[config.mk]
export PLATFORM = sky130hd
export DESIGN_NAME = lru_page_replacement_top
export DESIGN_NICKNAME = d
export VERILOG_FILES = /design/src/rtl/lru_pr_pkg.sv /design/src/rtl/lru_page_replacement_top.sv
export VERILOG_INCLUDE_DIRS = /design/src /design/src/rtl
export SDC_FILE = /design/constraint.sdc
export NUM_CORES = 1
export LEC_CHECK = 0
export BUFFER_PORTS_ARGS = -buffer_cell sky130_fd_sc_hd__buf_2
export CORE_MARGIN = 1.5
export CORE_UTILIZATION = 60
export DETAILED_ROUTE_END_ITERATION = 8
export GPL_ROUTABILITY_DRIVEN = 0
export PLACE_DENSITY = 0.77
export RECOVER_POWER = 50
export SLEW_MARGIN = 20
export SYNTH_ARGS = -nofsm -noshare
export SYNTH_HDL_FRONTEND = slang
export SYNTH_SLANG_ARGS = --single-unit
[constraint.sdc]
create_clock -name clk -period 5.1 [get_ports clk]
set_clock_uncertainty 0.05 [all_clocks]
set_input_delay 0.765 -clock clk [delete_from_list [all_inputs] [get_ports clk]]
set_output_delay 0.765 -clock clk [all_outputs]
set_load 0.02 [all_outputs]
[src/rtl/lru_page_replacement_top_assert.svh]
// Assertion macros shared by the replacement block.
// Each macro checks a property on the rising edge of clk and is quiet while rst is high.
`ifndef LRU_PAGE_REPLACEMENT_TOP_ASSERT_SVH
`define LRU_PAGE_REPLACEMENT_TOP_ASSERT_SVH

// The consequent must hold in the same cycle as the antecedent.
`define LRU_ASSERT_NOW(label, ante, cons, msg) \
  label: assert property (@(posedge clk) disable iff (rst) (ante) |-> (cons)) \
    else $error(msg);

// The consequent must hold in the cycle after the antecedent.
`define LRU_ASSERT_NEXT(label, ante, cons, msg) \
  label: assert property (@(posedge clk) disable iff (rst) (ante) |=> (cons)) \
    else $error(msg);

`endif

[src/rtl/lru_pr_pkg.sv]
`default_nettype none

package lru_pr_pkg;

  // Default values for the top-level parameters.
  localparam int MAX_FRAME_COUNT_DEF  = 16;
  localparam int PAGE_NUMBER_BITS_DEF = 10;

  // Widths of the fields carried on the ports.
  localparam int FRAMES_CFG_W = 5;
  localparam int PAGE_FIELD_W = 10;
  localparam int SLOT_FIELD_W = 4;
  localparam int FAULT_W      = 16;

  localparam logic [FRAMES_CFG_W-1:0] FRAMES_CFG_RESET = FRAMES_CFG_W'(4);

  typedef struct packed {
    logic [PAGE_FIELD_W-1:0] page_number;
    logic                    last_reference;
  } lru_in_t;

  typedef struct packed {
    logic                    page_fault;
    logic [SLOT_FIELD_W-1:0] frame_slot;
    logic                    evicted_valid;
    logic [PAGE_FIELD_W-1:0] evicted_page;
    logic [FAULT_W-1:0]      fault_total;
    logic                    sequence_end;
  } lru_out_t;

  typedef enum logic [1:0] {
    ST_IDLE,
    ST_SCAN,
    ST_UPDATE
  } lru_state_t;

endpackage

`default_nettype wire

[src/rtl/lru_page_replacement_top.sv]
// Exact LRU page replacement over a set of page frames.
// Input channel: in_valid, in_stall and in_data carry one page reference per transaction.
// A transaction completes on a rising edge where in_valid is high and in_stall is low.
// Output channel: out_valid, out_stall and out_data carry one result per reference: hit or
// fault, the frame that now holds the page, any evicted page, the saturating fault count and
// an echo of the end-of-sequence flag.
// Configuration: cfg_write and cfg_data set the number of frames in use (0 acts as 1, values
// above the frame capacity act as the capacity). Write it only while the block is idle.
// One compare unit walks the active frames, one per cycle, behind a small sequencer. Each
// reference passes through the idle/accept state, a scan of the active frames and the update
// state, and a new reference is accepted only once the block is back in the idle state.
// The result sits in an output register. A new reference is accepted while it waits; the
// update of that next reference holds until the receiver has taken the previous result.
// A stalled result does not change.
// Reset (synchronous, active high) empties all frames, clears recency ranks and the fault
// count, sets the frame count to 4 and drops out_valid. The page store has no reset.
`default_nettype none

`include "lru_page_replacement_top_assert.svh"

module lru_page_replacement_top
  import lru_pr_pkg::*;
#(
  parameter int MAX_FRAME_COUNT  = MAX_FRAME_COUNT_DEF,
  parameter int PAGE_NUMBER_BITS = PAGE_NUMBER_BITS_DEF
) (
  input  wire logic                    clk,
  input  wire logic                    rst,
  input  wire logic                    in_valid,
  output      logic                    in_stall,
  input  wire lru_in_t                 in_data,
  output      logic                    out_valid,
  input  wire logic                    out_stall,
  output      lru_out_t                out_data,
  input  wire logic                    cfg_write,
  input  wire logic [FRAMES_CFG_W-1:0] cfg_data
);

  localparam int IDX_W  = (MAX_FRAME_COUNT > 1) ? $clog2(MAX_FRAME_COUNT) : 1;
  localparam int CNT_W  = $clog2(MAX_FRAME_COUNT + 1);
  localparam int CMP_W  = (CNT_W > FRAMES_CFG_W) ? CNT_W : FRAMES_CFG_W;
  localparam int RANK_W = IDX_W;

  // Sequencer state.
  lru_state_t state, state_next;

  // Configuration register.
  logic [FRAMES_CFG_W-1:0] frames_in_use;

  // Frame state. The page store is a memory with a registered read port.
  logic [PAGE_NUMBER_BITS-1:0] frame_page [MAX_FRAME_COUNT];
  logic [PAGE_NUMBER_BITS-1:0] page_rdata;
  logic [MAX_FRAME_COUNT-1:0]  frame_valid;
  logic [RANK_W-1:0]           recency_rank [MAX_FRAME_COUNT];
  logic [FAULT_W-1:0]          fault_counter;
  logic [FAULT_W-1:0]          fault_counter_next;

  // The reference being worked on.
  logic [PAGE_NUMBER_BITS-1:0] page_q;
  logic                        last_q;

  // Scan results.
  logic [IDX_W-1:0]            scan_idx;
  logic                        hit_found;
  logic                        empty_found;
  logic [IDX_W-1:0]            hit_slot;
  logic [IDX_W-1:0]            empty_slot;
  logic [IDX_W-1:0]            lru_slot;
  logic [RANK_W-1:0]           hit_rank;
  logic [RANK_W-1:0]           max_rank;
  logic [PAGE_NUMBER_BITS-1:0] lru_page;

  // Control.
  logic                        accept;
  logic                        scan_last;
  logic                        commit;
  logic [IDX_W-1:0]            rd_addr;

  // Derived values.
  logic [CMP_W-1:0]            cfg_ext;
  logic [CMP_W-1:0]            active_cnt;
  logic [IDX_W-1:0]            last_idx;
  logic                        frame_match;
  logic [IDX_W-1:0]            slot_sel;
  logic                        age_all;
  logic [RANK_W-1:0]           age_limit;
  logic                        evict;
  logic [31:0]                 page_in_wide;
  logic [31:0]                 slot_wide;
  logic [31:0]                 evict_wide;
  logic                        stale_rank;

  // The frame count is clamped to 1..MAX_FRAME_COUNT; the scan stops at the last active frame.
  always_comb begin
    cfg_ext = CMP_W'(frames_in_use);
    if (cfg_ext == '0) begin
      active_cnt = CMP_W'(1);
    end else if (cfg_ext > CMP_W'(MAX_FRAME_COUNT)) begin
      active_cnt = CMP_W'(MAX_FRAME_COUNT);
    end else begin
      active_cnt = cfg_ext;
    end
    last_idx = IDX_W'(active_cnt - CMP_W'(1));
  end

  // Next-state logic.
  always_comb begin
    state_next = state;
    unique case (state)
      ST_IDLE: begin
        if (in_valid) begin
          state_next = ST_SCAN;
        end
      end
      ST_SCAN: begin
        if (scan_idx == last_idx) begin
          state_next = ST_UPDATE;
        end
      end
      ST_UPDATE: begin
        if (!out_valid || !out_stall) begin
          state_next = ST_IDLE;
        end
      end
      default: state_next = ST_IDLE;
    endcase
  end

  // Sequencer outputs. Frame 0 is read while idle so that its page is ready in the first
  // scan cycle; each scan cycle then fetches the frame after the one being compared.
  always_comb begin
    in_stall  = 1'b1;
    accept    = 1'b0;
    scan_last = 1'b0;
    commit    = 1'b0;
    rd_addr   = '0;
    unique case (state)
      ST_IDLE: begin
        in_stall = 1'b0;
        accept   = in_valid;
      end
      ST_SCAN: begin
        scan_last = (scan_idx == last_idx);
        rd_addr   = scan_last ? '0 : IDX_W'(scan_idx + 1'b1);
      end
      ST_UPDATE: begin
        commit = !out_valid || !out_stall;
      end
      default: begin
        in_stall = 1'b1;
      end
    endcase
  end

  always_ff @(posedge clk) begin
    if (rst) begin
      state <= ST_IDLE;
    end else begin
      state <= state_next;
    end
  end

  always_ff @(posedge clk) begin
    if (rst) begin
      frames_in_use <= FRAMES_CFG_RESET;
    end else if (cfg_write) begin
      frames_in_use <= cfg_data;
    end
  end

  // The shared compare unit: one frame's page and rank per cycle.
  assign frame_match = frame_valid[scan_idx] && (page_rdata == page_q);

  // Slot choice and aging rule for the update.
  always_comb begin
    evict = !hit_found && !empty_found;
    if (hit_found) begin
      slot_sel = hit_slot;
    end else if (empty_found) begin
      slot_sel = empty_slot;
    end else begin
      slot_sel = lru_slot;
    end
    // Filling an empty frame ages every resident frame; otherwise only the younger ones age.
    age_all   = !hit_found && empty_found;
    age_limit = hit_found ? hit_rank : max_rank;
    if (!hit_found && (fault_counter != '1)) begin
      fault_counter_next = fault_counter + 1'b1;
    end else begin
      fault_counter_next = fault_counter;
    end
    page_in_wide = 32'(in_data.page_number);
    slot_wide    = 32'(slot_sel);
    evict_wide   = 32'(lru_page);
  end

  // Page store.
  always_ff @(posedge clk) begin
    page_rdata <= frame_page[rd_addr];
    if (commit && !hit_found) begin
      frame_page[slot_sel] <= page_q;
    end
  end

  // Reference capture and scan bookkeeping.
  always_ff @(posedge clk) begin
    if (rst) begin
      hit_found   <= 1'b0;
      empty_found <= 1'b0;
      scan_idx    <= '0;
    end else if (accept) begin
      hit_found   <= 1'b0;
      empty_found <= 1'b0;
      scan_idx    <= '0;
    end else if (state == ST_SCAN) begin
      if (frame_match && !hit_found) begin
        hit_found <= 1'b1;
      end
      if (!frame_valid[scan_idx] && !empty_found) begin
        empty_found <= 1'b1;
      end
      if (!scan_last) begin
        scan_idx <= IDX_W'(scan_idx + 1'b1);
      end
    end
  end

  always_ff @(posedge clk) begin
    if (accept) begin
      page_q   <= page_in_wide[PAGE_NUMBER_BITS-1:0];
      last_q   <= in_data.last_reference;
      max_rank <= '0;
      lru_slot <= '0;
    end else if (state == ST_SCAN) begin
      if (frame_match && !hit_found) begin
        hit_slot <= scan_idx;
        hit_rank <= recency_rank[scan_idx];
      end
      if (!frame_valid[scan_idx] && !empty_found) begin
        empty_slot <= scan_idx;
      end
      // Oldest frame: the lowest-numbered one of highest rank, frame 0 if all ranks are zero.
      if ((scan_idx == '0) || (recency_rank[scan_idx] > max_rank)) begin
        max_rank <= recency_rank[scan_idx];
        lru_slot <= scan_idx;
        lru_page <= page_rdata;
      end
    end
  end

  // Frame valid bits, recency ranks and the fault counter change only at the update.
  always_ff @(posedge clk) begin
    if (rst) begin
      frame_valid   <= '0;
      fault_counter <= '0;
      for (int i = 0; i < MAX_FRAME_COUNT; i++) begin
        recency_rank[i] <= '0;
      end
    end else if (commit) begin
      frame_valid[slot_sel] <= 1'b1;
      fault_counter         <= fault_counter_next;
      for (int i = 0; i < MAX_FRAME_COUNT; i++) begin
        if (IDX_W'(i) == slot_sel) begin
          recency_rank[i] <= '0;
        end else if (frame_valid[i] && (age_all || (recency_rank[i] < age_limit))) begin
          recency_rank[i] <= RANK_W'(recency_rank[i] + 1'b1);
        end
      end
    end
  end

  // Output register.
  always_ff @(posedge clk) begin
    if (rst) begin
      out_valid <= 1'b0;
    end else if (commit) begin
      out_valid <= 1'b1;
    end else if (!out_stall) begin
      out_valid <= 1'b0;
    end
  end

  always_ff @(posedge clk) begin
    if (commit) begin
      out_data.page_fault    <= !hit_found;
      out_data.frame_slot    <= slot_wide[SLOT_FIELD_W-1:0];
      out_data.evicted_valid <= evict;
      out_data.evicted_page  <= evict ? evict_wide[PAGE_FIELD_W-1:0] : '0;
      out_data.fault_total   <= fault_counter_next;
      out_data.sequence_end  <= last_q;
    end
  end

  // An empty frame must keep a rank of zero, or it would distort the oldest-frame search.
  always_comb begin
    stale_rank = 1'b0;
    for (int i = 0; i < MAX_FRAME_COUNT; i++) begin
      if (!frame_valid[i] && (recency_rank[i] != '0)) begin
        stale_rank = 1'b1;
      end
    end
  end

  `LRU_ASSERT_NEXT(a_fault_only_at_update, !commit, $stable(fault_counter), "fault count moved outside an update")
  `LRU_ASSERT_NOW(a_empty_rank_zero, 1'b1, !stale_rank, "an empty frame holds a nonzero rank")
  `LRU_ASSERT_NEXT(a_fill_by_one, 1'b1, ($countones(frame_valid) >= $past($countones(frame_valid))) && ($countones(frame_valid) <= $past($countones(frame_valid)) + 1), "frame fill changed by more than one")
  `LRU_ASSERT_NOW(a_slot_active, state == ST_UPDATE, slot_sel <= last_idx, "chosen frame lies beyond the active frames")

endmodule

`default_nettype wire

==> results of run 1 <==
==> power by group <==
part / switching [mW] / leakage [nW] / internal, mW
clock: 1.09 / 0.593 / 1.57
sequential: 0.0707 / 3.25 / 3.22
combinational: 0.285 / 2.65 / 0.204
total: 1.45 / 6.49 / 5.00
==> layout by cell type, fill, tap and decap left out, types with 27 or more instances in the layout <==
master	count
sky130_fd_sc_hd__edfxtp_1	290
sky130_fd_sc_hd__nor2_1	172
sky130_fd_sc_hd__ha_1	72
sky130_fd_sc_hd__dfxtp_1	68
sky130_fd_sc_hd__mux2i_1	59
sky130_fd_sc_hd__clkbuf_1	59
sky130_fd_sc_hd__xnor2_1	44
sky130_fd_sc_hd__nand2_1	41
sky130_fd_sc_hd__clkbuf_16	39
sky130_fd_sc_hd__xor2_1	35
sky130_fd_sc_hd__nand2b_1	34
sky130_fd_sc_hd__mux4_2	34
sky130_fd_sc_hd__a21oi_1	33
sky130_fd_sc_hd__inv_1	31
sky130_fd_sc_hd__nand3_1	29
sky130_fd_sc_hd__buf_4	28
sky130_fd_sc_hd__o21ai_0	27
==> final cells by class <==
type / count / area share
flip-flops and latches: 358 / 0.5511
multi-input cells: 791 / 0.3270
clock buffers: 50 / 0.05622
repair buffers: 96 / 0.02677
well taps: 341 / 0.02335
clock inverters: 19 / 0.009176
inverters: 31 / 0.006368
==> path summary, 6_finish.rpt <==
kind	start	end	slack [ns]	cells past startpoint
worst max-delay path	hit_found$_SDFFE_PP0P_	recency_rank[15][3]$_SDFFCE_PP0P_	1.17	11
worst min register to register	last_q$_DFFE_PP_	out_data[0]$_DFFE_PP_	0.38	0
worst max register to register	hit_found$_SDFFE_PP0P_	recency_rank[15][3]$_SDFFCE_PP0P_	1.17	11
worst min-delay path	in_data[8]	page_q[7]$_DFFE_PP_	0.37	1
==> flip-flops by register name (all words and copies together), names as in the netlist, 2 cells and up, named ones only <==
register       count
scan_idx           4
max_rank           4
lru_slot           4
page_q            10
fault_counter     16
cfg_ext            5
frame_valid       16
hit_rank           4
state              2
empty_slot         4
page_rdata        10
recency_rank      64
frame_page       160
hit_slot           4
lru_page          10
out_data          33
==> critical path, cell delays in order, from the launching register on <==
cell                       delay (ns)
sky130_fd_sc_hd__dfxtp_1         0.36
sky130_fd_sc_hd__clkbuf_1        1.21
sky130_fd_sc_hd__mux2i_2         0.30
sky130_fd_sc_hd__buf_4           0.30
sky130_fd_sc_hd__ha_1            0.28
sky130_fd_sc_hd__o21a_1          0.10
sky130_fd_sc_hd__o21ai_0         0.13
sky130_fd_sc_hd__nand2b_1        0.07
sky130_fd_sc_hd__a21oi_1         0.19
sky130_fd_sc_hd__o21a_1          0.15
sky130_fd_sc_hd__a21oi_1         0.05
sky130_fd_sc_hd__o21bai_1        0.37
==> through the flow <==
stage,hold slack [ns],util,instance area [µm²]
floorplan,0.3503,-,16420
global placement,0.3680,0.6390,17170
detailed placement,0.3763,0.6390,17170
CTS,0.3563,0.6835,18370
global route,0.3530,0.6799,18270
finish,0.3681,0.6799,18270
==> kinds of logic after synthesis <==
family | after synthesis | share of synthesized area
AOI/OAI and AO/OA | 187 | 0.08099
adders and majority gates | 72 | 0.05486
xor gates and xnor gates | 79 | 0.04213
muxes | 97 | 0.08518
and+or+nand+nor | 356 | 0.09996
DFF | 358 | 0.6132
buffers and inverters | 91 | 0.02369
==> per-layer routing <==
metal,up-vias,part of all wire,wire length [µm],GRT usage
met5,-,0,0,0
met4,0,0.024,882,0.07570
met3,77,0.12,4363,0.06817
met2,551,0.45,16110,0.4034
met1,5057,0.41,14830,0.3692
li1,4795,-,-,-
==> results, run 1 <==
- The most used flip-flop cell after synthesis is sky130_fd_sc_hd__edfxtp_1.
- Dividing the detail-routed wire length by the instance count gives 21.46 µm.
- In the synthesized netlist, the number of instances is 1240.
- The antenna cell count is 0.
- Setup violations remaining at the end of the flow were counted as 0.
- The first global-routing pass estimated 56380 µm of wire.
- The total wirelength of the detailed-routed design is 36190 µm.
- Counting the fill cells in the layout gives 1890.
- The dominant cell by count in the synthesized netlist is sky130_fd_sc_hd__edfxtp_1.
- In this run, the number of DRC markers left after iteration 0 of detailed routing was 1133.
- Setup slack closes at 1.166 ns.
- The proportion of netlist area held by the largest area contributor is 0.5303.
- The post-layout instance count excluding filler cells is 1686.
- The worst pin sits at a relative slew slack of -0.8636.
- In the final design database the tool counted 1409 nets.
- The remaining design rule violation count is 0.
- The die width is 168.4 µm.
- The multi-input combinational cells in the finished layout cover a total of 5976 µm².
- The type of element capturing the critical path is a flop.
- The category of the critical setup timing path is flop to flop.
- Setup repair after global routing left no endpoint under its margin.
- The total count of max-transition violations in the final report is 127.
- The die covers 28370 µm².
- The layout overhead on the synthesized area is 11.27%.
- In this run the clock root is driven by a sky130_fd_sc_hd__clkbuf_16.
- The clock tree from TritonCTS is built.
- Counting distinct cell types in the post-synthesis netlist gives 55.
- The worst endpoint data arrival time is 4.05 ns.
- A synthesized cell averages 13.24 µm².
- In the synthesized netlist the async set-or-reset flop fraction comes to 0.
- The share of the clock period used by the worst path after layout is 0.7713.
- Including well taps, the total number of placed cells is 1617.
- The synthesized netlist net count is 1333.
- Clock latency on the worst-skew pair, taken at its later pin, is 0.53 ns.
- The final reports fail on capacitance limit, slew limit.
- The placeable core region is 26880 µm².
- The maximum number of pins on one net before global-route repair is 58.
- The aggregate global routing overflow is 0.
- Of the cells placed in the final design, the portion with a size suffix greater than 1 is 0.1093.
- Ranked by total cell area, the synthesized netlist is headed by sky130_fd_sc_hd__edfxtp_1 (53%), sky130_fd_sc_hd__dfxtp_1 (8.3%), sky130_fd_sc_hd__ha_1 (5.5%).
- The setup TNS after final layout is 0 ns.
- 56 I/O pins were placed.
- Yosys mapped a number of flops with a built-in enable equal to 290.
- The total count of hold-check failures in the final report is 0.
- The areal power density over the cells is 352.6 nW/µm².
- The H-tree level count is 2.
- The total number of placement rows is 60.
- Max-cap violations in this run came to 3.
- The maximum fanout along the worst path is 33.
- The synthesized design contains 358 register bits.
- The worst-case setup slack after placement is 1.229 ns.
- The min-delay analysis places its worst path in the category input pin to flop.
- The port buffer count is 55.
- The post-DP HPWL is 24430 µm.
- At the worst endpoint, the required time is 5.21 ns.
- The CTS buffer count is 38.
- The number of buffers inserted by hold repair at cts is 0.
- Clock-pin slew was measured on the worst setup and hold paths at 0.06 ns.
- In the synthesized netlist, the cells that appear most often are sky130_fd_sc_hd__edfxtp_1 (290), sky130_fd_sc_hd__nor2_1 (172), sky130_fd_sc_hd__ha_1 (72).
- The initial utilization of the core area, before any placement, comes to 0.6110.
- The total vias in the final route is 10480.
- The cell type contributing the most total cell area after synthesis is sky130_fd_sc_hd__edfxtp_1.
- The initial antenna violation count came to 1.
- The number of clock sinks is 358.
- The Yosys step of the flow raised 0 warnings.
- In the final layout, flip-flops and latches occupy 10070 µm².
- VDD sags by at most 0.0002192 V.
- The number of setup buffers added after CTS is 0.
- The synthesized netlist occupies a cell area of 16420 µm².
- In the global route stage, overall resource usage came out at 0.2616.
- In this run, post-CTS repair resized a total of 0 instances.
- The first-pass detailed-route iteration total is 8.
- The flow ran to the end, but the final reports show violations.
- Of the synthesized area, sequential elements account for 0.6132.
- Using the TritonRoute via totals, the vias-per-cell ratio works out to 6.216.
- The via count of the first global-routing pass is 10080.
- Counting I/O delays and the setup requirement, the final critical path takes 3.934 ns.
- The element type at the critical path start is a flop.
- At the pin with the least slew margin, the transition time is 2.795 ns.
- The total power is 6.443 mW.
- Measured along the y axis, the die boundary spans 168.4 µm.
- In this run the deepest clock path goes through 3 buffers.
- In this run the remaining antenna-violating nets after routing total 0.
- For this design the static power due to leakage is 6.487 nW.
- For this run, the top clock speed supported by timing is 254.2 MHz.
Power figures use the tool's default switching activity.
==> run 2: changes to the inputs <==
- ABC_AREA: not set -> 1
- CORE_UTILIZATION: 60 -> 56
- PLACE_DENSITY: 0.77 -> 0.76
- clock period: 5.1 -> 3.51 ns (I/O delays scaled with it)
==> run 2 against run 1 <==
Net effect:
- the run now ends clean
- core utilization fell by 4.7 points
- clock power rose by 54%
- register-to-register slack got worse by 0.90 ns
- setup slack got worse by 0.90 ns
- combinational power rose to 2.7 times the previous value
- die area rose by 13%
- clock-buffer cell count rose by 6
- sequential power rose by 48%
- maximum frequency rose by 21%
- routed wire length rose by 16%
- first-iteration DRC count rose by 9.9%
- critical path type unchanged
==> results, run 2 <==
- The initial antenna violation count is 0.
- The initial utilization of the core area, before any placement, comes to 0.5697.
- The worst-case IR drop observed on VDD is 0.0004377 V.
- Adding up every negative setup slack in the final design gives 0 ns.
- The core occupancy in the finished layout is 0.6333.
- The aggregate global routing overflow is 0.
- Of all flip-flops after synthesis, the portion carrying an async set or reset was 0.
- The path class of the tightest hold or removal check is input pin to flop.
- The areal power density over the cells is 531.9 nW/µm².
- The number of buffers inserted by hold repair at cts is 0.
- The floorplan die area is 32180 µm².
- The normalized max-slew margin is 0.1988.
- The synthesized design spends more area on one cell type than any other, namely sky130_fd_sc_hd__edfxtp_1.
- The detail route stage leaves a number of antenna-violating nets equal to 0.
- The initialized floorplan defines 64 standard-cell rows.
- The share of total power dissipated in combinational logic is 0.129.
- The largest registers in the layout are frame_page: 160 flops, recency_rank: 64 flops, out_data: 33 flops.
- The port buffer count is 55.
- The H-tree level count is 2.
- The first global-routing pass estimated 67280 µm of wire.
- Of the total power, registers draw 0.474.
- Dividing the synthesized area by the synthesized cell count gives 9.935 µm².
- The minimum clock period is 3.246 ns.
- The total power is 10.30 mW.
- Summed over all layers, the routed wires come to 42100 µm.
- The actual transition at the worst max-transition pin is 1.202 ns.
- Max-cap violations in this run came to 0.
- The synthesized design contains 358 register bits.
- The die is 179.4 µm wide.
- The post-DP HPWL is 28140 µm.
- The sequential element share of the synthesized area is 0.5779.
- The count of yosys warnings during synthesis is 0.
- The type of element capturing the critical path is a flop.
- The violation count after the first detailed-route iteration is 1245.
- Clock tree synthesis found a total of 358 sinks.
- Of the post-synthesis cell area, the dominant cell type holds 0.4997.
- The element type at the critical path start is a flop.
- The flip-flop count of the largest register after layout is 160.
- Sorting the synthesized cells by how often they occur yields sky130_fd_sc_hd__edfxtp_1 (290), sky130_fd_sc_hd__inv_1 (246), sky130_fd_sc_hd__nor2_1 (215).
- The maximum number of pins on one net before global-route repair is 111.
- 56 I/O pins were placed.
- Dividing the detail-routed via count by the number of cells gives 5.784.
- The top cell types in the final layout, fill and taps aside, are sky130_fd_sc_hd__edfxtp_1 (290), sky130_fd_sc_hd__inv_1 (247), sky130_fd_sc_hd__nor2_1 (216), sky130_fd_sc_hd__nand2_1 (206), sky130_fd_sc_hd__nand3_1 (168).
- By area the synthesized netlist is led by sky130_fd_sc_hd__edfxtp_1 (50%), sky130_fd_sc_hd__dfxtp_1 (7.8%), sky130_fd_sc_hd__inv_1 (5.3%).
- The first-pass detailed-route iteration total is 5.
- The number of synthesized flops with an enable pin is 290.
- The number of setup buffers added after CTS is 0.
- In this run the static leakage power is 7.912 nW.
- Timing would allow up to 308.1 MHz.
- The synthesized netlist contains 41 unique library cells.
- The dominant cell by count in the synthesized netlist is sky130_fd_sc_hd__edfxtp_1.
- The final layout contains 1914 nets.
- In the global route stage, overall resource usage came out at 0.2611.
- Internal power comes to 7.665 mW.
- The remaining design rule violation count is 0.
- The synthesized netlist net count is 1847.
- The clock-pin slew on the worst setup and hold paths is 0.06 ns.
- Fill cells in the final layout number 2451.
- Summing all placed instances gives a cell area of 18190 µm².
- The via count of the first global-routing pass is 12660.
- The total vias in the final route is 13000.
- Clock tree synthesis inserted a total of 38 buffers.
- The flow ran to the end, and the final reports show no timing, DRC or antenna violations.
- The total count of hold-check failures in the final report is 0.
- In the synthesized netlist, the number of instances is 1754.
- Leaving out fill and tap cells, the most frequent cell in the layout is sky130_fd_sc_hd__edfxtp_1.
- From bottom edge to top edge, the die measures 179.4 µm.
- The placeable core region is 30590 µm².
- The critical path in this run is classified as flop to flop.
- Setup repair after global routing left no endpoint under its margin.
- The clock share of power is 0.397.
- The net switching power is 2.640 mW.
- The clock tree from TritonCTS is built.
- In this run the deepest clock path goes through 3 buffers.
- After detailed routing, the average wire length per cell comes to 18.74 µm.
- The worst endpoint data arrival time is 3.42 ns.
- The post-cts gate resize count is 0.
- The post-synthesis instance area is 17430 µm².
- STA puts the critical path data required time at 3.68 ns.
- Clock tree synthesis selected as its root buffer the cell sky130_fd_sc_hd__clkbuf_16.
- The setup-violating endpoint count in the final report is 0.
- The layout overhead on the synthesized area is 11.18%.
- Ranked by flip-flop count, first place goes to frame_page.
- The total count of max-transition violations in the final report came to 0.
- The area of all placed cells without fillers is 19370 µm².
- The share of the clock period used by the worst path after layout is 0.9247.
- 0 antenna diodes ended up in the layout.
- The most frequently used flop master after synthesis is sky130_fd_sc_hd__edfxtp_1.
- The maximum fanout along the worst path is 27.
- The fraction of layout cells with a size suffix above 1 is 0.07726.
- Clock latency on the worst-skew pair, taken at its later pin, is 0.53 ns.
- The switching part of the total is 0.2561.
[run 2: area by class of cell]
type | instances | area (µm²) | area share
Sequential cell | 358 | 10070 | 0.5198
Multi-Input combinational cell | 1060 | 5953 | 0.3073
Clock buffer | 56 | 1129 | 0.05825
Inverter | 260 | 977.2 | 0.05044
Timing Repair Buffer | 103 | 584.3 | 0.03016
Tap cell | 396 | 495.5 | 0.02557
Clock inverter | 14 | 163.9 | 0.008460
[run 2: path summary, 6_finish.rpt]
path	start	to	slack [ns]	depth (start not counted)
hold reg to reg	last_q$_DFFE_PP_	out_data[0]$_DFFE_PP_	0.38	0
setup / recovery	hit_found$_SDFFE_PP0P_	frame_page[6][4]$_DFFE_PP_	0.26	9
setup reg to reg	hit_found$_SDFFE_PP0P_	frame_page[6][4]$_DFFE_PP_	0.26	9
hold / removal	in_data[0]	last_q$_DFFE_PP_	0.12	1
[run 2: logic make-up (layout without fill, tap and decap cells)]
kind of cell | after synthesis | after routing | synth area share
adder cells (fa/ha/maj) | 72 | 72 | 0.05170
AO/OA/AOI/OAI | 214 | 214 | 0.07209
buffers and inverters | 336 | 433 | 0.07949
XOR/XNOR | 60 | 60 | 0.03016
flip-flops | 358 | 358 | 0.5779
multiplexers | 16 | 16 | 0.009191
AND/OR/NAND/NOR | 698 | 698 | 0.1795
[run 2: layer usage]
| layer | track usage | wire, µm |
|---|---|---|
| met1 | 0.3412 | 17020 |
| met4 | 0.1080 | 1477 |
| met3 | 0.03870 | 3318 |
| met2 | 0.4377 | 20280 |
| met5 | 0 | 0 |
[run 2: per-stage QoR]
step                      cells  hold slack [ns]  setup WS (ns)
after CTS                  2247           0.1118         0.5371
final                      2247           0.1213         0.2644
after global placement     2177           0.3536         0.6258
after floorplan            1754           0.3503         0.3819
after detailed placement   2177           0.3724         0.5514
after global routing       2247           0.1109         0.1345
[run 2: worst max-delay path: stages, from the launching register on]
cell	delay, ns
sky130_fd_sc_hd__dfxtp_1	0.31
sky130_fd_sc_hd__buf_4	0.24
sky130_fd_sc_hd__nor2_1	0.21
sky130_fd_sc_hd__inv_1	0.28
sky130_fd_sc_hd__o211ai_1	0.63
sky130_fd_sc_hd__nand2_1	0.34
sky130_fd_sc_hd__inv_1	0.14
sky130_fd_sc_hd__nand4_1	0.28
sky130_fd_sc_hd__nor2_1	0.22
sky130_fd_sc_hd__buf_4	0.22
[run 2: power groups by stage]
stage | registers (mW) | logic, mW | clock network (mW)
CTS | 4.88 | 1.33 | 4.15
finish | 4.88 | 1.33 | 4.09
global route | 4.89 | 1.47 | 4.33
detailed placement | 4.97 | 1.32 | 0
global placement | 4.96 | 1.26 | 0
floorplan | 4.96 | 0.894 | 0
